**src/sv/lsf_pkg.sv**
```systemverilog
// ----------------------------------------------------------------------------
// lsf_pkg: shared types and constants of the line substring filter
// Defaults for the sizes, register indexes, the line-end byte and the
// control groups passed between the top level and its parts.
// ----------------------------------------------------------------------------
`default_nettype none

package lsf_pkg;

  // default sizes
  localparam int LINE_MAX_DEF    = 64;
  localparam int PATTERN_MAX_DEF = 16;

  // fixed field widths
  localparam int BYTE_W    = 8;
  localparam int CFG_IDX_W = 2;
  localparam int CFG_W     = 64;
  localparam int LEN_W     = 5;

  // line terminator
  localparam logic [BYTE_W-1:0] NEWLINE = 8'h0A;

  // configuration register indexes
  localparam logic [CFG_IDX_W-1:0] REG_PATTERN_LOW    = 2'd0;
  localparam logic [CFG_IDX_W-1:0] REG_PATTERN_HIGH   = 2'd1;
  localparam logic [CFG_IDX_W-1:0] REG_PATTERN_LENGTH = 2'd2;

  // top level sequencer
  typedef enum logic {
    ST_RUN,
    ST_EMIT
  } state_t;

  // window cell control
  typedef struct packed {
    logic shift;
    logic clear;
  } cell_ctl_t;

  // line store control
  typedef struct packed {
    logic wr_en;
    logic start;
    logic start_ovf;
  } store_ctl_t;

endpackage

`default_nettype wire

```
**src/sv/line_substring_filter_top.sv**
```systemverilog
// ----------------------------------------------------------------------------
// line_substring_filter_top: grep-style line filter
// Passes on whole lines of a byte stream that contain a configured pattern.
// ----------------------------------------------------------------------------
// Text bytes are taken one per cycle outside a readout; a newline byte or
// an item with tlast set ends the current line. The most recent PATTERN_MAX
// line bytes shift through a row of window cells, each comparing its byte
// with the aligned pattern byte, so any occurrence of the 1 to 16 byte
// pattern inside a line marks that line. A marked line is read back from
// the line buffer, one result item per cycle while the output is taken,
// with tlast on its final byte and tuser set there if the line was longer
// than LINE_MAX bytes (extra bytes are dropped but still matched). While a
// marked line is read out through the single read port of the line buffer,
// no input is taken. The user must write configuration only between lines,
// while no line is being emitted; the block itself does not enforce this.
// The window left by a byte is compared on the following item.
// ----------------------------------------------------------------------------
`default_nettype none

module line_substring_filter_top #(
  parameter int LINE_MAX    = lsf_pkg::LINE_MAX_DEF,
  parameter int PATTERN_MAX = lsf_pkg::PATTERN_MAX_DEF
) (
  input  wire                          clk,
  input  wire                          rst,
  // text input
  input  wire                          s_tvalid,
  output logic                         s_tready,
  input  wire [lsf_pkg::BYTE_W-1:0]    s_tdata,   // text_byte
  input  wire                          s_tlast,   // end_of_buffer
  // matching lines
  output logic                         m_tvalid,
  input  wire                          m_tready,
  output logic [lsf_pkg::BYTE_W-1:0]   m_tdata,   // line_byte
  output logic                         m_tlast,   // last
  output logic                         m_tuser,   // truncated
  // configuration writes
  input  wire                          cfg_valid,
  output logic                         cfg_ready,
  input  wire [lsf_pkg::CFG_IDX_W-1:0] cfg_index,
  input  wire [lsf_pkg::CFG_W-1:0]     cfg_data
);

  localparam int CNT_W = $clog2(LINE_MAX + 1);
  localparam int AW    = (LINE_MAX > 1) ? $clog2(LINE_MAX) : 1;
  localparam logic [CNT_W-1:0] LINE_FULL = CNT_W'(LINE_MAX);
  localparam logic [lsf_pkg::LEN_W-1:0] LEN_CAP = lsf_pkg::LEN_W'(PATTERN_MAX);

  // configuration registers
  logic [lsf_pkg::CFG_W-1:0] pattern_low;
  logic [lsf_pkg::CFG_W-1:0] pattern_high;
  logic [lsf_pkg::LEN_W-1:0] pattern_length;
  logic [2*lsf_pkg::CFG_W-1:0] pat_all;
  logic [lsf_pkg::LEN_W-1:0] act_len;

  // line state
  lsf_pkg::state_t state, state_next;
  logic [CNT_W-1:0] line_count;
  logic             overflowed;
  logic             line_matched;

  // handshake and control
  logic s_acc, is_end, byte_acc, end_acc;
  logic hit, line_hit, emit_go, emit_done, room;
  lsf_pkg::cell_ctl_t  cell_ctl;
  lsf_pkg::store_ctl_t store_ctl;

  // window row
  logic [lsf_pkg::BYTE_W-1:0] win_byte [PATTERN_MAX];
  logic [PATTERN_MAX-1:0]     win_valid;
  logic [PATTERN_MAX-1:0]     cell_ok;

  // configuration port
  assign cfg_ready = 1'b1;

  always_ff @(posedge clk) begin
    if (rst) begin
      pattern_low    <= '0;
      pattern_high   <= '0;
      pattern_length <= lsf_pkg::LEN_W'(1);
    end else if (cfg_valid && cfg_ready) begin
      unique case (cfg_index)
        lsf_pkg::REG_PATTERN_LOW:    pattern_low    <= cfg_data;
        lsf_pkg::REG_PATTERN_HIGH:   pattern_high   <= cfg_data;
        lsf_pkg::REG_PATTERN_LENGTH: pattern_length <= cfg_data[lsf_pkg::LEN_W-1:0];
        default: ;
      endcase
    end
  end

  // length in use: zero counts as one, capped at the window size
  always_comb begin
    if (pattern_length == '0) begin
      act_len = lsf_pkg::LEN_W'(1);
    end else if (pattern_length > LEN_CAP) begin
      act_len = LEN_CAP;
    end else begin
      act_len = pattern_length;
    end
  end

  assign pat_all = {pattern_high, pattern_low};

  // input decode
  assign s_acc    = s_tvalid && s_tready;
  assign is_end   = s_tlast || (s_tdata == lsf_pkg::NEWLINE);
  assign byte_acc = s_acc && !is_end;
  assign end_acc  = s_acc && is_end;
  assign room     = (line_count < LINE_FULL);

  // match over the window as it stands; joined with earlier hits of the line
  assign hit      = &cell_ok;
  assign line_hit = line_matched || hit;
  assign emit_go  = end_acc && line_hit && (line_count != '0);

  assign cell_ctl.shift = byte_acc;
  assign cell_ctl.clear = end_acc;

  // row of window cells, newest byte in cell 0
  for (genvar k = 0; k < PATTERN_MAX; k++) begin : g_cell
    logic [lsf_pkg::LEN_W-1:0]  pat_idx;
    logic [lsf_pkg::BYTE_W-1:0] pat_byte;
    logic                       in_use;
    logic [lsf_pkg::BYTE_W-1:0] prev_byte;
    logic                       prev_valid;

    // cell k faces pattern byte (length - 1 - k)
    assign pat_idx  = act_len - lsf_pkg::LEN_W'(k) - lsf_pkg::LEN_W'(1);
    assign in_use   = (lsf_pkg::LEN_W'(k) < act_len);
    assign pat_byte = pat_all[{pat_idx[3:0], 3'b000} +: lsf_pkg::BYTE_W];

    if (k == 0) begin : g_head
      assign prev_byte  = s_tdata;
      assign prev_valid = 1'b1;
    end else begin : g_link
      assign prev_byte  = win_byte[k-1];
      assign prev_valid = win_valid[k-1];
    end

    lsf_window_cell u_cell (
      .clk       (clk),
      .rst       (rst),
      .ctl       (cell_ctl),
      .in_byte   (prev_byte),
      .in_valid  (prev_valid),
      .pat_byte  (pat_byte),
      .in_use    (in_use),
      .out_byte  (win_byte[k]),
      .out_valid (win_valid[k]),
      .ok        (cell_ok[k])
    );
  end

  // line bookkeeping
  always_ff @(posedge clk) begin
    if (rst) begin
      line_count   <= '0;
      overflowed   <= 1'b0;
      line_matched <= 1'b0;
    end else if (end_acc) begin
      line_count   <= '0;
      overflowed   <= 1'b0;
      line_matched <= 1'b0;
    end else if (byte_acc) begin
      line_matched <= line_hit;
      if (room) begin
        line_count <= line_count + CNT_W'(1);
      end else begin
        overflowed <= 1'b1;
      end
    end
  end

  // line buffer and emit engine
  assign store_ctl.wr_en     = byte_acc && room;
  assign store_ctl.start     = emit_go;
  assign store_ctl.start_ovf = overflowed;

  lsf_line_store #(
    .LINE_MAX (LINE_MAX),
    .CNT_W    (CNT_W),
    .AW       (AW)
  ) u_store (
    .clk         (clk),
    .rst         (rst),
    .ctl         (store_ctl),
    .wr_addr     (line_count[AW-1:0]),
    .wr_data     (s_tdata),
    .start_count (line_count),
    .done        (emit_done),
    .m_tvalid    (m_tvalid),
    .m_tready    (m_tready),
    .m_tdata     (m_tdata),
    .m_tlast     (m_tlast),
    .m_tuser     (m_tuser)
  );

  // sequencer state
  always_ff @(posedge clk) begin
    if (rst) begin
      state <= lsf_pkg::ST_RUN;
    end else begin
      state <= state_next;
    end
  end

  // input is held off while a line is read out
  always_comb begin
    state_next = state;
    s_tready   = 1'b0;
    unique case (state)
      lsf_pkg::ST_RUN: begin
        s_tready = 1'b1;
        if (emit_go) begin
          state_next = lsf_pkg::ST_EMIT;
        end
      end
      lsf_pkg::ST_EMIT: begin
        if (emit_done) begin
          state_next = lsf_pkg::ST_RUN;
        end
      end
      default: state_next = lsf_pkg::ST_RUN;
    endcase
  end

  // a matching line end always starts a readout
  a_emit_follows: assert property (@(posedge clk) disable iff (rst)
    emit_go |=> (state == lsf_pkg::ST_EMIT))
    else $error("matching line end did not start readout");

  // no line byte is taken during a readout
  a_no_input_in_emit: assert property (@(posedge clk) disable iff (rst)
    (state == lsf_pkg::ST_EMIT) |-> !s_acc)
    else $error("input taken during readout");

  // the fill count never passes the buffer size
  a_count_bound: assert property (@(posedge clk) disable iff (rst)
    line_count <= LINE_FULL)
    else $error("line count beyond buffer");

  // overflow only with a full buffer
  a_ovf_full: assert property (@(posedge clk) disable iff (rst)
    overflowed |-> (line_count == LINE_FULL))
    else $error("overflow flag with buffer not full");

  // a line end always leaves the line state cleared
  a_end_clears: assert property (@(posedge clk) disable iff (rst)
    end_acc |=> ((line_count == '0) && !line_matched && (win_valid == '0)))
    else $error("line state not cleared at line end");

endmodule

`default_nettype wire

```
**src/sv/lsf_window_cell.sv**
```systemverilog
// ----------------------------------------------------------------------------
// lsf_window_cell: one byte position of the match window
// Holds one recent line byte and its fill bit, passes both to the next
// cell on every shift, and compares its byte against the pattern byte
// aligned to its position.
// ----------------------------------------------------------------------------
`default_nettype none

module lsf_window_cell (
  input  wire                       clk,
  input  wire                       rst,
  input  lsf_pkg::cell_ctl_t        ctl,
  input  wire [lsf_pkg::BYTE_W-1:0] in_byte,
  input  wire                       in_valid,
  input  wire [lsf_pkg::BYTE_W-1:0] pat_byte,
  input  wire                       in_use,
  output logic [lsf_pkg::BYTE_W-1:0] out_byte,
  output logic                      out_valid,
  output logic                      ok
);

  // fill bit: cleared at line end, follows the neighbor on a shift
  always_ff @(posedge clk) begin
    if (rst) begin
      out_valid <= 1'b0;
    end else if (ctl.clear) begin
      out_valid <= 1'b0;
    end else if (ctl.shift) begin
      out_valid <= in_valid;
    end
  end

  // byte held; only meaningful while the fill bit is set
  always_ff @(posedge clk) begin
    if (ctl.shift) begin
      out_byte <= in_byte;
    end
  end

  // positions past the pattern length always agree
  assign ok = !in_use || (out_valid && (out_byte == pat_byte));

endmodule

`default_nettype wire

```
**src/sv/lsf_line_store.sv**
```systemverilog
// ----------------------------------------------------------------------------
// lsf_line_store: line buffer and emit engine
// Stores the bytes of the current line and, on request, reads them back
// in order into the output register, one item per cycle if not stalled.
// ----------------------------------------------------------------------------
`default_nettype none

module lsf_line_store #(
  parameter int LINE_MAX = lsf_pkg::LINE_MAX_DEF,
  parameter int CNT_W    = $clog2(LINE_MAX + 1),
  parameter int AW       = (LINE_MAX > 1) ? $clog2(LINE_MAX) : 1
) (
  input  wire                        clk,
  input  wire                        rst,
  input  lsf_pkg::store_ctl_t        ctl,
  input  wire [AW-1:0]               wr_addr,
  input  wire [lsf_pkg::BYTE_W-1:0]  wr_data,
  input  wire [CNT_W-1:0]            start_count,
  output logic                       done,
  output logic                       m_tvalid,
  input  wire                        m_tready,
  output logic [lsf_pkg::BYTE_W-1:0] m_tdata,  // line_byte
  output logic                       m_tlast,  // last
  output logic                       m_tuser   // truncated
);

  logic [lsf_pkg::BYTE_W-1:0] mem [LINE_MAX];
  logic [CNT_W-1:0]           rd_ptr;
  logic [CNT_W-1:0]           rd_ptr_next;
  logic [CNT_W-1:0]           emit_count;
  logic                       emit_ovf;
  logic                       emitting;
  logic                       issue;
  logic                       last_item;

  // line write port
  always_ff @(posedge clk) begin
    if (ctl.wr_en) begin
      mem[wr_addr] <= wr_data;
    end
  end

  // read one byte whenever the output register is free or being taken
  assign issue       = emitting && (!m_tvalid || m_tready);
  assign rd_ptr_next = rd_ptr + CNT_W'(1);
  assign last_item   = (rd_ptr_next == emit_count);
  assign done        = issue && last_item;

  // emit pointer and run control
  always_ff @(posedge clk) begin
    if (rst) begin
      emitting <= 1'b0;
      rd_ptr   <= '0;
    end else if (ctl.start) begin
      emitting <= 1'b1;
      rd_ptr   <= '0;
    end else if (issue) begin
      rd_ptr <= rd_ptr_next;
      if (last_item) begin
        emitting <= 1'b0;
      end
    end
  end

  // length and overflow flag of the line being emitted
  always_ff @(posedge clk) begin
    if (ctl.start) begin
      emit_count <= start_count;
      emit_ovf   <= ctl.start_ovf;
    end
  end

  // output valid
  always_ff @(posedge clk) begin
    if (rst) begin
      m_tvalid <= 1'b0;
    end else if (issue) begin
      m_tvalid <= 1'b1;
    end else if (m_tready) begin
      m_tvalid <= 1'b0;
    end
  end

  // registered read into the output register
  always_ff @(posedge clk) begin
    if (issue) begin
      m_tdata <= mem[rd_ptr[AW-1:0]];
      m_tlast <= last_item;
      m_tuser <= last_item && emit_ovf;
    end
  end

endmodule

`default_nettype wire
```
**config.mk**
```make
export PLATFORM = sky130hd
export DESIGN_NAME = line_substring_filter_top
export DESIGN_NICKNAME = d
export VERILOG_FILES = /design/src/sv/lsf_pkg.sv /design/src/sv/line_substring_filter_top.sv /design/src/sv/lsf_window_cell.sv /design/src/sv/lsf_line_store.sv
export SDC_FILE = /design/constraint.sdc
export NUM_CORES = 1
export LEC_CHECK = 0
export BUFFER_PORTS_ARGS = -buffer_cell sky130_fd_sc_hd__buf_2
export CAP_MARGIN = 10
export CORE_MARGIN = 3
export CORE_UTILIZATION = 41
export DETAILED_ROUTE_END_ITERATION = 12
export SLEW_MARGIN = 20
export SYNTH_ARGS = -nofsm -noshare
export SYNTH_HDL_FRONTEND = slang
export SYNTH_SLANG_ARGS = --single-unit
```
**constraint.sdc**
```tcl
create_clock -name clk -period 12 [get_ports clk]
set_input_delay 1.2 -clock clk [delete_from_list [all_inputs] [get_ports clk]]
set_output_delay 1.2 -clock clk [all_outputs]
set_load 0.005 [all_outputs]
```
After elaboration in Yosys (flattened, before gate mapping)
Memory sizes are Yosys's and may differ from the RTL's. A register that Yosys moved wholly into a read port is not among the register bits.
Index checks and enable logic that the tools add are counted.
- $add $sub $neg: 32
- magnitude comparators: 18
- equal/unequal tests: 20
- shifts and indexed selects: 16
- mux-type cells: 13
- bitwise logic cells: 2
- reductions and logical operators: 77
- operators with widths (kind ; count):
    128-bit by 8-bit variable part select with 8-bit output ; 16
    8-bit equality test ; 16
    4-bit by 1-bit subtractor with 4-bit output (second input constant) ; 16
    4-bit by 5-bit less-than comparator with 1-bit output (first input constant) ; 8
    4-bit subtractor (second input constant) ; 8
    1-bit logical AND ; 25
    3-bit by 5-bit less-than comparator with 1-bit output (first input constant) ; 4
    1-bit logical OR ; 19
    1-bit logical NOT ; 18
    16-bit AND reduction ; 1
    4-bit by 3-bit subtractor with 4-bit output (second input constant) ; 4
    7-bit by 1-bit adder with 7-bit output (second input constant) ; 2
    2-bit AND reduction ; 6
    1-bit by 5-bit less-than comparator with 1-bit output (first input constant) ; 2
    2-bit by 5-bit less-than comparator with 1-bit output (first input constant) ; 2
    1-bit two-way mux ; 10
    5-bit two-way mux ; 2
    8-bit by 4-bit equality test with 1-bit output (second input constant) ; 1
    4-bit by 2-bit subtractor with 4-bit output (second input constant) ; 2
    7-bit equality test ; 1
    7-bit less-than comparator (second input constant) ; 1
    7-bit nonzero test ; 1
    2-bit nonzero test ; 3
    5-bit > comparator (second input constant) ; 1
    other kinds (7) ; 9
- flip-flop bits (word level): 306
- bits in writable memories: 512
- output and inout port bits: 13
- logic and storage cells: 225
- memories kept: 1
- memory list (memory ; depth ; bits a word ; rd ports ; clocked after memory_dff ; wr ports ; line ; source):
    u_store.mem ; 64 ; 8 ; 1 ; 1 ; 1 ; lsf_line_store.sv:27 ; logic [lsf_pkg::BYTE_W-1:0] mem [LINE_MAX];

Depth between registers and ports, before layout
- depth after elaboration: 15
- depth in mapped cells: 25
- depth with buffers taken out: 15

Modules after synthesis
A second synthesis with hierarchy kept.
- cells, all modules: 3002
- area total of the unflattened synthesis: 39683.1 um2
- by module, submodules not included (module ; instances ; cells an instance ; area an instance (um2)):
    lsf_line_store ; 1 ; 1011 ; 21114.0
    line_substring_filter_top ; 1 ; 1623 ; 12603.3
    lsf_window_cell ; 16 ; 23 ; 372.9

Worst setup path before layout
OpenSTA, ideal clock, no wires.
- path kind: register -> register
- start point: register pattern_length[1] (netlist bit)
- end point: register u_store.emit_count[0] (enable)
- arrival: 5634 ps
- required time: 11615 ps
- slack: 5981 ps
- stages on the path, launching flop included: 22
- buffers on the path: 7
- period minus slack after synthesis: 6019 ps
- cell sequence: dfxtp_1 > buf_4 > nor4_4 > nor2_8 > inv_8 > buf_12 > buf_6 > buf_6 > buf_4 > ha_1 > clkbuf_1 > clkbuf_1 > mux2_2 > or3_1 > a32o_1 > or3_1 > a2111oi_0 > nor4b_1 > nand4_1 > o21ai_0 > nand4_1 > a21boi_0
- word-level cells in the longest chain between the ends: 13
- elaborated cells on any way between the ends: 134
- classes of those cells: 30 x add/sub; 17 x order compare; 16 x eq/ne; 16 x shift; 2 x mux; 53 x reduce/logical
- RTL lines (what ; line ; source):
    from (decl) ; line_substring_filter_top.sv:52 ; logic [lsf_pkg::LEN_W-1:0] pattern_length;
    from (signal assigned) ; line_substring_filter_top.sv:80 ; pattern_length <= lsf_pkg::LEN_W'(1);
    from (signal assigned) ; line_substring_filter_top.sv:85 ; lsf_pkg::REG_PATTERN_LENGTH: pattern_length <= cfg_data[lsf_pkg::LEN_W-1:0];
    5-bit > comparator ; line_substring_filter_top.sv:95 ; end else if (pattern_length > LEN_CAP) begin
    5-bit two-way mux ; line_substring_filter_top.sv:95 ;
    5-bit two-way mux * ; line_substring_filter_top.sv:93 ; if (pattern_length == '0) begin
    4-bit by 1-bit subtractor with 4-bit output (tied with other cells) ; line_substring_filter_top.sv:128 ; assign pat_idx = act_len - lsf_pkg::LEN_W'(k) - lsf_pkg::LEN_W'(1);
    4-bit by 1-bit subtractor with 4-bit output ; line_substring_filter_top.sv:128 ;
    128-bit by 8-bit variable part select with 8-bit output ; line_substring_filter_top.sv:130 ; assign pat_byte = pat_all[{pat_idx[3:0], 3'b000} +: lsf_pkg::BYTE_W];
    8-bit equality test ; lsf_window_cell.sv:41 ; assign ok = !in_use || (out_valid && (out_byte == pat_byte));
    1-bit logical AND ; lsf_window_cell.sv:41 ;
    1-bit logical OR ; lsf_window_cell.sv:41 ;
    16-bit AND reduction * ; line_substring_filter_top.sv:112 ; assign hit = &cell_ok;
    1-bit logical OR * ; line_substring_filter_top.sv:113 ; assign line_hit = line_matched || hit;
    1-bit logical AND * (2 in a row) ; line_substring_filter_top.sv:114 ; assign emit_go = end_acc && line_hit && (line_count != '0);
    net emit_go ; line_substring_filter_top.sv:64 ; logic hit, line_hit, emit_go, emit_done, room;
    to (signal assigned) ; lsf_line_store.sv:68 ; emit_count <= start_count;
    to (decl) ; lsf_line_store.sv:30 ; logic [CNT_W-1:0] emit_count;
The timed path passes the listed nets; every way through them passes the cells marked *.
A chain may end at the register's enable or synchronous reset.

Worst setup path in the final report
- start point: register pattern_length[1] (netlist bit)
- end point: register u_store.emit_count[5] (enable)
The elaborated chain is that of the path after synthesis.

==> metrics.cfg <==
[job]
drv_cap = 0

[worst_setup_path]
cp_data_required_time_ps = 12280
crit_fanout = 52
critPathCaptureType = flip-flop
cp.arrival_ps = 8050
worstSetupStartpointType = flip-flop
critPathMaxStageDelay_ps = 850
crit_type = reg2reg
cp_cell_sequence = nor2b_4, buf_4, clkinv_1, ha_1, clkinv_1, a2111oi_0, nor4_1, xor2_1, a2111oi_0, nor4b_1, o22ai_1, nor4b_1, nand4_1, a21boi_1
cpLargestDelayFamily = simple AND/OR/NAND/NOR gates
cp_num_buf_inv = 3
cp_slowest_cell = nor4b_1

[cts]
root_buffer = clkbuf_16
cts-buffers-inserted = 87
post-cts-setup-buffer-count = 0
htreeDepth = 3
clkSinkCount = 826
clockBufferDepth = 3
cts_tree = yes
cts_resized = 0
clkLatencyLatePin_ps = 680
path_clk_slew_ps = 60
ctsHoldBuffers = 0

[floorplan]
die_area_mm2 = 0.102
fp.coreArea_mm2 = 0.0969
num_rows = 114
die_x_um = 319
die_height_um = 319
initial_core_util = 0.414
io-pin-count = 93

[power_and_ir_drop]
ir_drop_v = 0.000126
powerDensity_mw_per_mm2 = 142
p_leak_nw = 14.2

[synthesis]
synthArstFlopShare = 0
synth_area_mm2 = 0.0401
synth_seq_cells = 826
synth_edf_count = 658
syn_inst = 2900
ys_seq_area_frac = 0.576
ys_warn_count = 0
synth_top_area_cell = edfxtp_1
avgSynthCellArea_um2 = 13.8
synth_ff_type = edfxtp_1
syn_nets = 2989
synth.most_common_cell = edfxtp_1
synth.distinct_cells = 90
yosys-top-cells-count = edfxtp_1 (658), nand2_1 (354), mux4_2 (255)
synth_area_leaders = edfxtp_1 (49%), mux4_2 (14%), dfxtp_1 (8.4%)
synth_top_area_frac = 0.493

[route]
wl_per_cell_um = 31.2
vias = 27400
vias_per_cell = 6.40
drtPass1Iterations = 5
remaining_drc_errors = 0
routed_wl_um = 134000
antenna_left = 0
drtIter0Drc = 3549

[global_route]
grt_max_degree = 110
antenna_found_initial = 8
grt.overflow.total = 0
grt_pass1_vias = 26200
track_usage = 0.260
grt_pass1_wl_um = 192000

[sta]
post-route-period-util = 0.648
tightest_slew_ps = 1190
fmax_mhz = 129
rsz0062_at_grt = no
finalCriticalPeriod_ps = 7770
relSlewSlack = 0.197
hold_viol = 0
finClkSkew_ps = 33.7
tns_ps = 0
slew_violations = 0
finalSetupViolCount = 0

[min_path]
hold_path_class = reg2reg

[place]
dpl.hpwl_um = 95400
place.port_buffers = 91
dp_cells = 4123
globalplace.congestion = 1.03

[finish]
layout-drive-gt1-share = 0.205
stdcell_count = 4288
area_growth_pct = 11.5
fin_nets = 3025

[status]
status = complete, no violations

cells by family (layout without fill, tap and decap cells):
group	after synthesis	after routing	synth area share
AO/OA/AOI/OAI	551	551	0.0917
XOR/XNOR	115	115	0.0251
adder cells (fa/ha/maj)	9	9	0.00281
buffers and inverters	244	349	0.0262
flip-flops	826	826	0.576
multiplexers	398	398	0.189
other	1	8	0.0000935
AND/OR/NAND/NOR	756	756	0.0892
routing by layer:
layer  up-vias  wire (um)  GRT usage  share of wire
li1      11600          -          -              -
met3       277      11900     0.0532          0.089
met2      1399      61600      0.404           0.46
met4         8       4980     0.0935          0.037
met1     14200      55300      0.365           0.41
met5         -         52          0        0.00039
cells in the final DEF (no fill, tap or decap), types with 25 or more instances in the layout:
cell	instances
nor2_1	129
clkbuf_16	89
dfxtp_1	162
o21ai_0	35
mux2i_1	102
nor3_1	37
clkbuf_1	27
o22ai_1	48
o221ai_1	25
edfxtp_1	658
a21oi_1	194
buf_2	90
nand2b_1	30
a2111oi_0	28
nand2_1	354
inv_1	35
buf_4	57
mux4_2	255
a22oi_1	54
xnor2_1	42
nand3_1	47
xor2_1	71
final timing paths:
path	from	endpoint	slack, ps	depth (start not counted)
setup reg to reg	pattern_length[1]	u_store.emit_count[5]	4230	14
hold / removal	overflowed	u_store.emit_ovf	450	0
hold reg to reg	overflowed	u_store.emit_ovf	450	0
setup / recovery	pattern_length[1]	u_store.emit_count[5]	4230	14
worst reg2reg max path: stages (launching register included):
cell and delay, ps:
dfxtp_4 840, nor2b_4 270, buf_4 460, clkinv_1 210, ha_1 810, clkinv_1 720
a2111oi_0 520, nor4_1 130, xor2_1 200, a2111oi_0 550, nor4b_1 850, o22ai_1 150
nor4b_1 660, nand4_1 340, a21boi_1 690
report_power, final:
part	switching, mW	leakage, nW	internal (mW)
clock	1.13	1.39	1.61
sequential	0.0586	7.35	3.12
combinational	0.301	5.44	0.151
total	1.49	14.2	4.88
metrics by stage:
step                      setup WS (ps)  hold WS, ps  instance area, um^2  power [mW]  utilization
after floorplan                    5980          406                40100        3.47            -
after global placement             4260          434                41800        3.67        0.432
after detailed placement           4270          433                41800        3.68        0.432
after CTS                          4190          450                44700        6.41        0.462
after global routing               3870          462                44700        6.56        0.462
final                              4230          450                44700        6.37        0.462
cell type report:
cell class / count / area [um^2]
sequential: 826 / 23100
antenna: 7 / 17.5
inverter: 43 / 171
timing repair buffer: 148 / 898
clock inverter: 39 / 503
multi-input combinational: 1830 / 16000
fill: 8379 / 52100
clock buffer: 119 / 2370
tap: 1276 / 1600
state kept, by name (all words and copies together) (netlist names), 5 cells and up:
name                     count
g_cell.u_cell.out_byte     128
u_store.emit_count           7
g_cell.u_cell.out_valid     16
u_store.mem                512
pattern_high                64
pattern_length               5
u_store.rd_ptr               7
u_store.m_tdata              8
line_count                   7
pattern_low                 64
Note: power is estimated with default switching activity, not from simulation.
